===== config.mk =====
export PLATFORM = sky130hd
export DESIGN_NAME = lrv_ctrl
export DESIGN_NICKNAME = d
export VERILOG_FILES = /design/src/design/log_return_volatility_defines.svh /design/src/design/lrv_pkg.sv /design/src/design/lrv_ctrl.sv
export SDC_FILE = /design/constraint.sdc
export NUM_CORES = 1
export LEC_CHECK = 0
export BUFFER_PORTS_ARGS = -buffer_cell sky130_fd_sc_hd__buf_4
export CORE_MARGIN = 4
export CORE_UTILIZATION = 59
export CTS_CLUSTER_SIZE = 40
export DETAILED_ROUTE_END_ITERATION = 10
export PLACE_DENSITY = 0.83
export RECOVER_POWER = 25
export SETUP_SLACK_MARGIN = 0.5
export SYNTH_ARGS = -nofsm -noshare
export SYNTH_HDL_FRONTEND = slang
export SYNTH_SLANG_ARGS = --single-unit

===== constraint.sdc =====
create_clock -name clk -period 4.3 [get_ports clk]
set_clock_uncertainty 0.15 [all_clocks]
set_input_delay 0.86 -clock clk [delete_from_list [all_inputs] [get_ports clk]]
set_output_delay 0.86 -clock clk [all_outputs]
set_load 0.01 [all_outputs]

===== src/design/log_return_volatility_defines.svh =====
// Assertion macros for the top RTL file of the log return volatility block.
`ifndef LOG_RETURN_VOLATILITY_DEFINES_SVH
`define LOG_RETURN_VOLATILITY_DEFINES_SVH
`ifndef SYNTHESIS
// Property checked at every rising clock edge outside reset.
`define LRV_ASSERT(lbl, prop, msg) \
	lbl: assert property (@(posedge clk) disable iff (!arst_n) (prop)) else $error(msg);
// Condition that must never be true outside reset.
`define LRV_NEVER(lbl, cond, msg) \
	lbl: assert property (@(posedge clk) disable iff (!arst_n) !(cond)) else $error(msg);
`else
`define LRV_ASSERT(lbl, prop, msg)
`define LRV_NEVER(lbl, cond, msg)
`endif
`endif


===== src/design/lrv_pkg.sv =====
`timescale 1ns / 1ps
`default_nettype none
// ----------------------------------------------------------------------------
// lrv_pkg
// Shared constants, state and command types of the log return volatility block.
// ----------------------------------------------------------------------------
package lrv_pkg;

	localparam int MAX_PRICES = 1048576;
	localparam int CNT_W      = $clog2(MAX_PRICES) + 1;
	localparam int FRAC_BITS  = 28;
	localparam int NORM_STEPS = 5;
	localparam int DIV_STEPS  = 96;
	localparam int SQRT_STEPS = 32;
	localparam int STEP_W     = 7;
	localparam logic [31:0] LN2_Q32 = 32'd2977044472;

	localparam logic [1:0] ST_OK   = 2'd0;
	localparam logic [1:0] ST_FEW  = 2'd1;
	localparam logic [1:0] ST_ZERO = 2'd2;

	typedef enum logic [4:0] {
		S_IDLE, S_CHKIN, S_SKIP, S_NORM, S_SQR, S_LN, S_CUR, S_SQ, S_ACC, S_CHK,
		S_MA0, S_MA1, S_MB0, S_MB1, S_MB2, S_SUB, S_DIV, S_SQI, S_SQRT,
		S_OUT_OK, S_OUT_ZERO, S_OUT_FEW
	} lrv_state_t;

	typedef enum logic [4:0] {
		OP_NONE, OP_LOAD, OP_SKIP, OP_NORM, OP_SQR, OP_LN, OP_CUR, OP_SQ, OP_ACC,
		OP_MA0, OP_MA1, OP_MB0, OP_MB1, OP_MB2, OP_SUB, OP_DIV, OP_SQI, OP_SQRT,
		OP_OUT_OK, OP_OUT_ZERO, OP_OUT_FEW
	} lrv_op_t;

	typedef struct packed {
		lrv_op_t    op;
		logic [2:0] norm_idx;
	} lrv_cmd_t;

	typedef struct packed {
		logic zero_price;
		logic over_max;
		logic is_last;
		logic few;
		logic bad;
	} lrv_stat_t;

endpackage
`default_nettype wire


===== src/design/lrv_ctrl.sv =====
`timescale 1ns / 1ps
`default_nettype none
// ----------------------------------------------------------------------------
// lrv_ctrl
// Sequencer that steps the datapath through log, accumulate and final stages.
// ----------------------------------------------------------------------------
module lrv_ctrl
	import lrv_pkg::*;
(
	input  wire logic      clk,
	input  wire logic      arst_n,
	input  wire logic      start,
	output logic           busy,
	output lrv_cmd_t       cmd,
	input  wire lrv_stat_t stat
);

	lrv_state_t        state_q, state_d;
	logic [STEP_W-1:0] step_q, step_d;

	always_ff @(posedge clk or negedge arst_n) begin
		if (!arst_n) begin
			state_q <= S_IDLE;
			step_q  <= '0;
		end else begin
			state_q <= state_d;
			step_q  <= step_d;
		end
	end

	always_comb begin
		state_d      = state_q;
		cmd.op       = OP_NONE;
		cmd.norm_idx = step_q[2:0];
		busy         = (state_q != S_IDLE);
		unique case (state_q)
			S_IDLE: begin
				if (start) begin
					cmd.op  = OP_LOAD;
					state_d = S_CHKIN;
				end
			end
			S_CHKIN: state_d = (stat.zero_price || stat.over_max) ? S_SKIP : S_NORM;
			S_SKIP: begin
				cmd.op  = OP_SKIP;
				state_d = S_CHK;
			end
			S_NORM: begin
				cmd.op = OP_NORM;
				if (step_q == STEP_W'(NORM_STEPS - 1)) state_d = S_SQR;
			end
			S_SQR: begin
				cmd.op = OP_SQR;
				if (step_q == STEP_W'(FRAC_BITS - 1)) state_d = S_LN;
			end
			S_LN: begin
				cmd.op  = OP_LN;
				state_d = S_CUR;
			end
			S_CUR: begin
				cmd.op  = OP_CUR;
				state_d = S_SQ;
			end
			S_SQ: begin
				cmd.op  = OP_SQ;
				state_d = S_ACC;
			end
			S_ACC: begin
				cmd.op  = OP_ACC;
				state_d = S_CHK;
			end
			S_CHK: begin
				priority if (!stat.is_last) state_d = S_IDLE;
				else if (stat.bad)          state_d = S_OUT_ZERO;
				else if (stat.few)          state_d = S_OUT_FEW;
				else                        state_d = S_MA0;
			end
			S_MA0: begin
				cmd.op  = OP_MA0;
				state_d = S_MA1;
			end
			S_MA1: begin
				cmd.op  = OP_MA1;
				state_d = S_MB0;
			end
			S_MB0: begin
				cmd.op  = OP_MB0;
				state_d = S_MB1;
			end
			S_MB1: begin
				cmd.op  = OP_MB1;
				state_d = S_MB2;
			end
			S_MB2: begin
				cmd.op  = OP_MB2;
				state_d = S_SUB;
			end
			S_SUB: begin
				cmd.op  = OP_SUB;
				state_d = S_DIV;
			end
			S_DIV: begin
				cmd.op = OP_DIV;
				if (step_q == STEP_W'(DIV_STEPS - 1)) state_d = S_SQI;
			end
			S_SQI: begin
				cmd.op  = OP_SQI;
				state_d = S_SQRT;
			end
			S_SQRT: begin
				cmd.op = OP_SQRT;
				if (step_q == STEP_W'(SQRT_STEPS - 1)) state_d = S_OUT_OK;
			end
			S_OUT_OK: begin
				cmd.op  = OP_OUT_OK;
				state_d = S_IDLE;
			end
			S_OUT_ZERO: begin
				cmd.op  = OP_OUT_ZERO;
				state_d = S_IDLE;
			end
			S_OUT_FEW: begin
				cmd.op  = OP_OUT_FEW;
				state_d = S_IDLE;
			end
			default: state_d = S_IDLE;
		endcase
		step_d = (state_d != state_q) ? '0 : step_q + STEP_W'(1);
	end

endmodule
`default_nettype wire


==> results.sh, run 1 <==
export IMPL_status="complete, no violations"
export IMPL_synth_edf_count=0
export IMPL_total_leakage_power_nw=0.446
export IMPL_synth_cell_types=41
export IMPL_nets=146
export IMPL_multiInputGateArea_sq_um=627
export IMPL_synthCells=129
export IMPL_cts_clk_slew_worst_paths_ns=0.08
export IMPL_end_kind="output port"
export IMPL_clock_sinks=12
export IMPL_cts_resized_gates=0
export IMPL_seqPwrFrac_pct=34.0
export IMPL_fp_coreArea_sq_um=1580
export IMPL_final_area_sq_um=1120
export IMPL_drive_gt1_share_pct=19.3
export IMPL_p_per_area_nw_per_um2=677
export IMPL_ir_drop_uv=449
export IMPL_post_route_period_util_pct=69.9
export IMPL_cts_setup_buffers=0
export IMPL_wire_per_inst_um=15.4
export IMPL_grtUsageTotal_pct=21.1
export IMPL_slew_headroom_pct=56.3
export IMPL_cts_buffers=3
export IMPL_wirelength_um=2320
export IMPL_antennaDiodeCount=0
export IMPL_postRouteAntennaNets=0
export IMPL_seqCellArea_sq_um=300
export IMPL_drc=0
export IMPL_die_w_um=49.6
export IMPL_seq_area_frac_synth_pct=29.4
export IMPL_ctsHoldBuffers=0
export IMPL_maxSlewViolCount=0
export IMPL_port_buffers=16
export IMPL_clock_latency_ns=0.28
export IMPL_cp_required_ns=3.29
export IMPL_place_gp_congestion=0.880
export IMPL_yosys_most_used_dff="dfrtp_1"
export IMPL_io_pins=17
export IMPL_antenna_found_initial=0
export IMPL_cts_root_buffer="clkbuf_4"
export IMPL_drt_iter0_drc=32
export IMPL_num_rows=14
export IMPL_async_reset_ff_share_pct=100
export IMPL_grt_max_degree=22
export IMPL_rsz0062_at_grt="no"
export IMPL_avgSynthCellArea_sq_um=7.92
export IMPL_yosysWarningCount=0
export IMPL_overflow=0
export IMPL_start_util_pct=64.8
export IMPL_die_h_um=49.6
export IMPL_setup_viol=0
export IMPL_grt_first_pass_wirelength_um=4120
export IMPL_dp_hpwl_um=1650
export IMPL_syn_area_sq_um=1020
export IMPL_synth_fp_nets=139
export IMPL_syn2layout_area_growth_pct=9.79
export IMPL_h_tree_depth=1
export IMPL_first_pass_iters=4
export IMPL_rr_worst_depth=4
export IMPL_grt_pass1_vias=870
export IMPL_routed_via_density=6.46
export IMPL_clkPwrFrac_pct=12.1
export IMPL_finalHoldViolCount=0
export IMPL_dpl_cell_area_sq_um=1090
export IMPL_worstSetupPathType="register to output port"
export IMPL_n_fill_cell=134
export IMPL_worstPathArrival_ns=1.99
export IMPL_switchingPower_mw=0.366
export IMPL_switching_share_pct=48.2
export IMPL_clk_path_buf_depth=2
export IMPL_fmax_mhz=333
export IMPL_combPwrFrac_pct=53.9
export IMPL_dieArea_sq_um=2460
export IMPL_tightest_slew_ns=0.656
export IMPL_whs_path_depth=1
export IMPL_vias=975
export IMPL_ys_ff_latch=12
export IMPL_internal_power_mw=0.394
export IMPL_start_kind="register"
export IMPL_hold_path_class="register to register"
export IMPL_drv_cap=0
export IMPL_final_min_clock_period_ns=3.00
export IMPL_finalSetupTns_ns=0
export IMPL_cp_max_fo=21
export IMPL_tritoncts="yes"
-- cell usage after synthesis, drive strengths merged (2+ instances only) --
library cell	instances	area (sq um)
a211oi	4	42.5
a21oi	10	50.1
a2bb2oi	2	17.5
a31oi	3	18.8
buf	10	57.6
clkbuf	4	15.0
dfrtp	12	300
ha	2	25.0
inv	5	18.8
nand2	9	36.3
nand3	4	20.0
nand3b	2	15.0
nand4	2	12.5
nor2	15	56.3
nor2b	5	31.3
nor3	3	15.0
nor4	3	18.8
o21ai	7	35.0
o22ai	3	18.8
xnor2	4	35.0
xor2	3	26.3
-- cells in the final DEF (no fill, tap or decap), types with 3 or more instances in the layout --
cell type and instances:
inv_1 5, xor2_1 3, nor4_1 3, nand2_1 8
clkbuf_4 3, nand3_1 4, nor3_1 3, o21ai_0 7
dfrtp_1 12, buf_4 15, xnor2_1 4, nor2_1 15
a21oi_1 10, o22ai_1 3, a211oi_1 3, a31oi_1 3
nor2b_1 5
-- metrics by stage --
| stage | hold WS, ns | util, % | power [mW] | instances | setup slack [ns] |
|---|---|---|---|---|---|
| floorplan | 0.326 | - | 0.556 | 129 | 1.89 |
| global placement | 0.359 | 69.1 | 0.651 | 147 | 1.72 |
| detailed placement | 0.365 | 69.1 | 0.665 | 147 | 1.67 |
| CTS | 0.248 | 71.4 | 0.761 | 151 | 1.34 |
| global route | 0.437 | 71.2 | 0.829 | 151 | 1.13 |
| finish | 0.379 | 71.2 | 0.760 | 151 | 1.30 |
-- state kept, by name (all words and copies together), names as in the netlist --
register / flops
step_q: 7
state_q: 5
-- logic make-up after synthesis --
kind of cell,after synthesis,synth area share (%)
xor+xnor,7,6.00
compound gates,38,26.1
buf+inv,20,9.30
fa+ha+maj,2,2.45
flops,12,29.4
simple gates,50,26.8
-- power by group through the flow --
stage / clock, mW / sequential (mW) / combinational [mW]
2_1_floorplan: 0 / 0.154 / 0.402
3_3_place_gp: 0 / 0.255 / 0.397
3_5_place_dp: 0 / 0.259 / 0.406
4_1_cts: 0.0943 / 0.255 / 0.411
5_1_grt: 0.103 / 0.270 / 0.456
6_report: 0.0917 / 0.259 / 0.410
-- worst max-delay path, cell delays in order (launching register included) --
cell and delay [ns]:
dfrtp_1 0.71, nor2b_1 0.38, nand2_1 0.13, a211o_1 0.28, o21ai_0 0.07, buf_4 0.14
-- final cells by class --
class	instances	area share [%]
flip-flops and latches	12	26.8
inverters	6	2.01
well taps	16	1.78
multi-input cells	97	55.9
repair buffers	16	10.4
clock buffers	4	3.23
-- final timing paths --
path | startpoint | end | slack [ns]
worst max register to register | state_q[2] | step_q[5] | 2.23
worst min register to register | step_q[0] | step_q[0] | 0.38
min in group asynchronous | arst_n | state_q[0] | 0.42
worst max-delay path | state_q[3] | cmd[4] | 1.30
worst min-delay path | step_q[0] | step_q[0] | 0.38
max in group asynchronous | arst_n | step_q[1] | 3.15
-- routing by layer --
layer | GRT usage (%) | vias to the layer above | routed length [um]
li1 | - | 476 | -
met1 | 29.1 | 459 | 1060
met2 | 31.9 | 34 | 1060
met3 | 6.33 | 6 | 157
met4 | 5.53 | 0 | 36
met5 | 0 | - | 0
(Power assumes the default switching activity.)
==> inputs of run 2 (changes only) <==
--- a/config.mk
+++ b/config.mk
@@ -5,12 +5,13 @@
 export SDC_FILE = /design/constraint.sdc
 export NUM_CORES = 1
 export LEC_CHECK = 0
+export ABC_AREA = 1
 export BUFFER_PORTS_ARGS = -buffer_cell sky130_fd_sc_hd__buf_4
 export CORE_MARGIN = 4
-export CORE_UTILIZATION = 59
+export CORE_UTILIZATION = 51
 export CTS_CLUSTER_SIZE = 40
 export DETAILED_ROUTE_END_ITERATION = 10
-export PLACE_DENSITY = 0.83
+export PLACE_DENSITY = 0.75
 export RECOVER_POWER = 25
 export SETUP_SLACK_MARGIN = 0.5
 export SYNTH_ARGS = -nofsm -noshare
==> constraint.sdc (replaced) <==
create_clock -name clk -period 2.6 [get_ports clk]
set_clock_uncertainty 0.15 [all_clocks]
set_input_delay 0.52 -clock clk [delete_from_list [all_inputs] [get_ports clk]]
set_output_delay 0.52 -clock clk [all_outputs]
set_load 0.01 [all_outputs]
==> results.sh, run 2 <==
export IMPL_worstSetupPathType="register to output port"
export IMPL_crit_slowest_cell="dfrtp_2"
export IMPL_synth_top_cell_by_area="dfrtp_1"
export IMPL_avgSynthCellArea_sq_um=6.57
export IMPL_tightest_slew_ns=0.651
export IMPL_internal_power_mw=0.844
export IMPL_cts_buffers=3
export IMPL_start_util_pct=55.6
export IMPL_port_buffers=16
export IMPL_hold_path_class="register to register"
export IMPL_ys_top_cells_by_area="dfrtp_1, nand2_1, nor2_1, nand3_1, inv_1"
export IMPL_status="complete, no violations"
export IMPL_place_gp_congestion=0.868
export IMPL_synth_cell_types=27
export IMPL_dp_cells=212
export IMPL_worstPathArrival_ns=1.58
export IMPL_synth_top_cell_area_share_pct=26.4
export IMPL_cts_clk_slew_worst_paths_ns=0.08
export IMPL_yosysWarningCount=0
export IMPL_reg2reg_slack_ns=0.90
export IMPL_r2r_start="step_q[0]"
export IMPL_finalHoldViolCount=0
export IMPL_antenna_found_initial=0
export IMPL_dpl_cell_area_sq_um=1260
export IMPL_synthCells=173
export IMPL_cp_required_ns=1.93
export IMPL_routed_via_density=5.38
export IMPL_finalNonFillerCells=232
export IMPL_critPathCapture="cmd[6]"
export IMPL_rsz0062_at_grt="yes"
export IMPL_clkPwrFrac_pct=8.9
export IMPL_cp_num_cells=8
export IMPL_die_w_um=55.2
export IMPL_switchingPower_mw=0.883
export IMPL_drv_cap=0
export IMPL_io_pins=17
export IMPL_wire_per_inst_um=14.9
export IMPL_grt_pass1_vias=1234
export IMPL_crit_chain="nor2_4, nand2_4, inv_2, nand2_4, nand2_4, nor2_4, nand3_2, buf_6"
export IMPL_crit_buf_inv=2
export IMPL_final_common_cell="nand2_1"
export IMPL_post_route_period_util_pct=86.7
export IMPL_total_leakage_power_nw=0.771
export IMPL_dp_hpwl_um=2160
export IMPL_cp_max_fo=7
export IMPL_fp_coreArea_sq_um=2040
export IMPL_utilization_pct=78.1
export IMPL_wirelength_um=3450
export IMPL_synth_fp_nets=183
export IMPL_antennaDiodeCount=0
export IMPL_registers_top_by_ff_count="step_q"
export IMPL_pre_cts_ws_ns=0.515
export IMPL_nets=216
export IMPL_ir_drop_uv=712
export IMPL_fmax_mhz=443
export IMPL_final_min_clock_period_ns=2.25
export IMPL_drive_gt1_share_pct=47.8
export IMPL_grt_first_pass_wirelength_um=5330
export IMPL_synth_edf_count=0
export IMPL_grt_max_degree=13
export IMPL_combPwrFrac_pct=71.1
export IMPL_tritoncts="yes"
export IMPL_yosys_most_used_dff="dfrtp_1"
export IMPL_seq_area_frac_synth_pct=26.4
export IMPL_cp_slowest_stage_delay_ns=0.52
export IMPL_end_kind="output port"
export IMPL_setup_viol=0
export IMPL_cp_startpoint="state_q[0]"
export IMPL_slew_headroom_pct=56.6
export IMPL_dieArea_sq_um=3050
export IMPL_final_area_sq_um=1590
export IMPL_clk_path_buf_depth=2
export IMPL_largestRegisters="step_q x7, state_q x5"
export IMPL_post_synth_top_count_cell="nand2_1"
export IMPL_p_total_mw=1.73
export IMPL_r2r_end="step_q[4]"
export IMPL_maxSlewViolCount=0
export IMPL_switching_share_pct=51.1
export IMPL_setup_ws_ns=0.345
export IMPL_async_reset_ff_share_pct=100
export IMPL_drt_iter0_drc=63
export IMPL_timing_hold_ws_ns=0.376
export IMPL_p_per_area_nw_per_um2=1080
export IMPL_largest_reg_flops=7
export IMPL_postRouteAntennaNets=0
export IMPL_syn_area_sq_um=1140
export IMPL_clock_sinks=12
export IMPL_die_h_um=55.2
export IMPL_cts_root_buffer="clkbuf_4"
export IMPL_clock_latency_ns=0.28
export IMPL_rr_worst_depth=8
export IMPL_seqPwrFrac_pct=20.0
export IMPL_syn2layout_area_growth_pct=40.3
export IMPL_h_tree_depth=1
export IMPL_netlist_top_cells_count="nand2_1, nor2_1, inv_1"
export IMPL_grtUsageTotal_pct=25.1
export IMPL_first_pass_iters=4
export IMPL_cp_top_family="simple AND/OR/NAND/NOR gates"
export IMPL_cp_common_cell="nand2_4"
export IMPL_drc=0
export IMPL_vias=1247
export IMPL_overflow=0
export IMPL_ys_ff_latch=12
export IMPL_num_rows=16
export IMPL_finalSetupTns_ns=0
export IMPL_mostFrequentLayoutCells="nand2_1, buf_4, nor2_1, inv_1, nand3_1"
export IMPL_start_kind="register"
run 2: layout make-up:
type,count,area (sq um)
Sequential cell,12,307
Multi-Input combinational cell,133,861
Inverter,24,95.1
Clock buffer,4,36.3
Fill cell,146,448
Timing Repair Buffer,32,262
Tap cell,27,33.8
run 2: logic make-up after synthesis:
kind of cell / Yosys count / share of synthesized area [%]
buffers and inverters: 28 / 10.6
AND/OR/NAND/NOR: 114 / 51.1
flip-flops: 12 / 26.4
AO/OA/AOI/OAI: 12 / 5.84
adder cells (fa/ha/maj): 2 / 2.20
XOR/XNOR: 5 / 3.85
run 2: worst min path at each step:
stage / start / endpoint / cells after the start
3_3_place_gp: arst_n / step_q[0] / 1
3_5_place_dp: arst_n / step_q[1] / 1
4_1_cts: step_q[0] / step_q[0] / 1
6_report: step_q[0] / step_q[0] / 1
5_1_grt: step_q[0] / step_q[0] / 1
2_1_floorplan: arst_n / state_q[0] / 0
run 2: layer usage:
| metal | wire (um) | vias to the layer above | track usage (%) |
|---|---|---|---|
| li1 | - | 613 | - |
| met3 | 178 | 15 | 3.49 |
| met1 | 1310 | 570 | 29.0 |
| met2 | 1840 | 49 | 43.3 |
| met4 | 128 | 0 | 15.4 |
| met5 | 0 | - | 0 |
run 2: power groups by stage:
stage / Combinational [mW] / Sequential (mW) / Clock [mW]
6_report: 1.23 / 0.346 / 0.154
3_3_place_gp: 0.815 / 0.320 / 0
4_1_cts: 1.06 / 0.325 / 0.158
3_5_place_dp: 0.820 / 0.324 / 0
5_1_grt: 1.32 / 0.351 / 0.164
2_1_floorplan: 0.623 / 0.290 / 0
run 2: timing repair:
| item | CTS | global route |
|---|---|---|
| pin swaps | 10 | 12 |
| setup buffers | 14 | 1 |
| gates resized for setup | 31 | 24 |
| endpoints found under the hold margin | 12 | 0 |
| endpoints found under the setup margin | 6 | 6 |
| hold buffers | 1 | 0 |
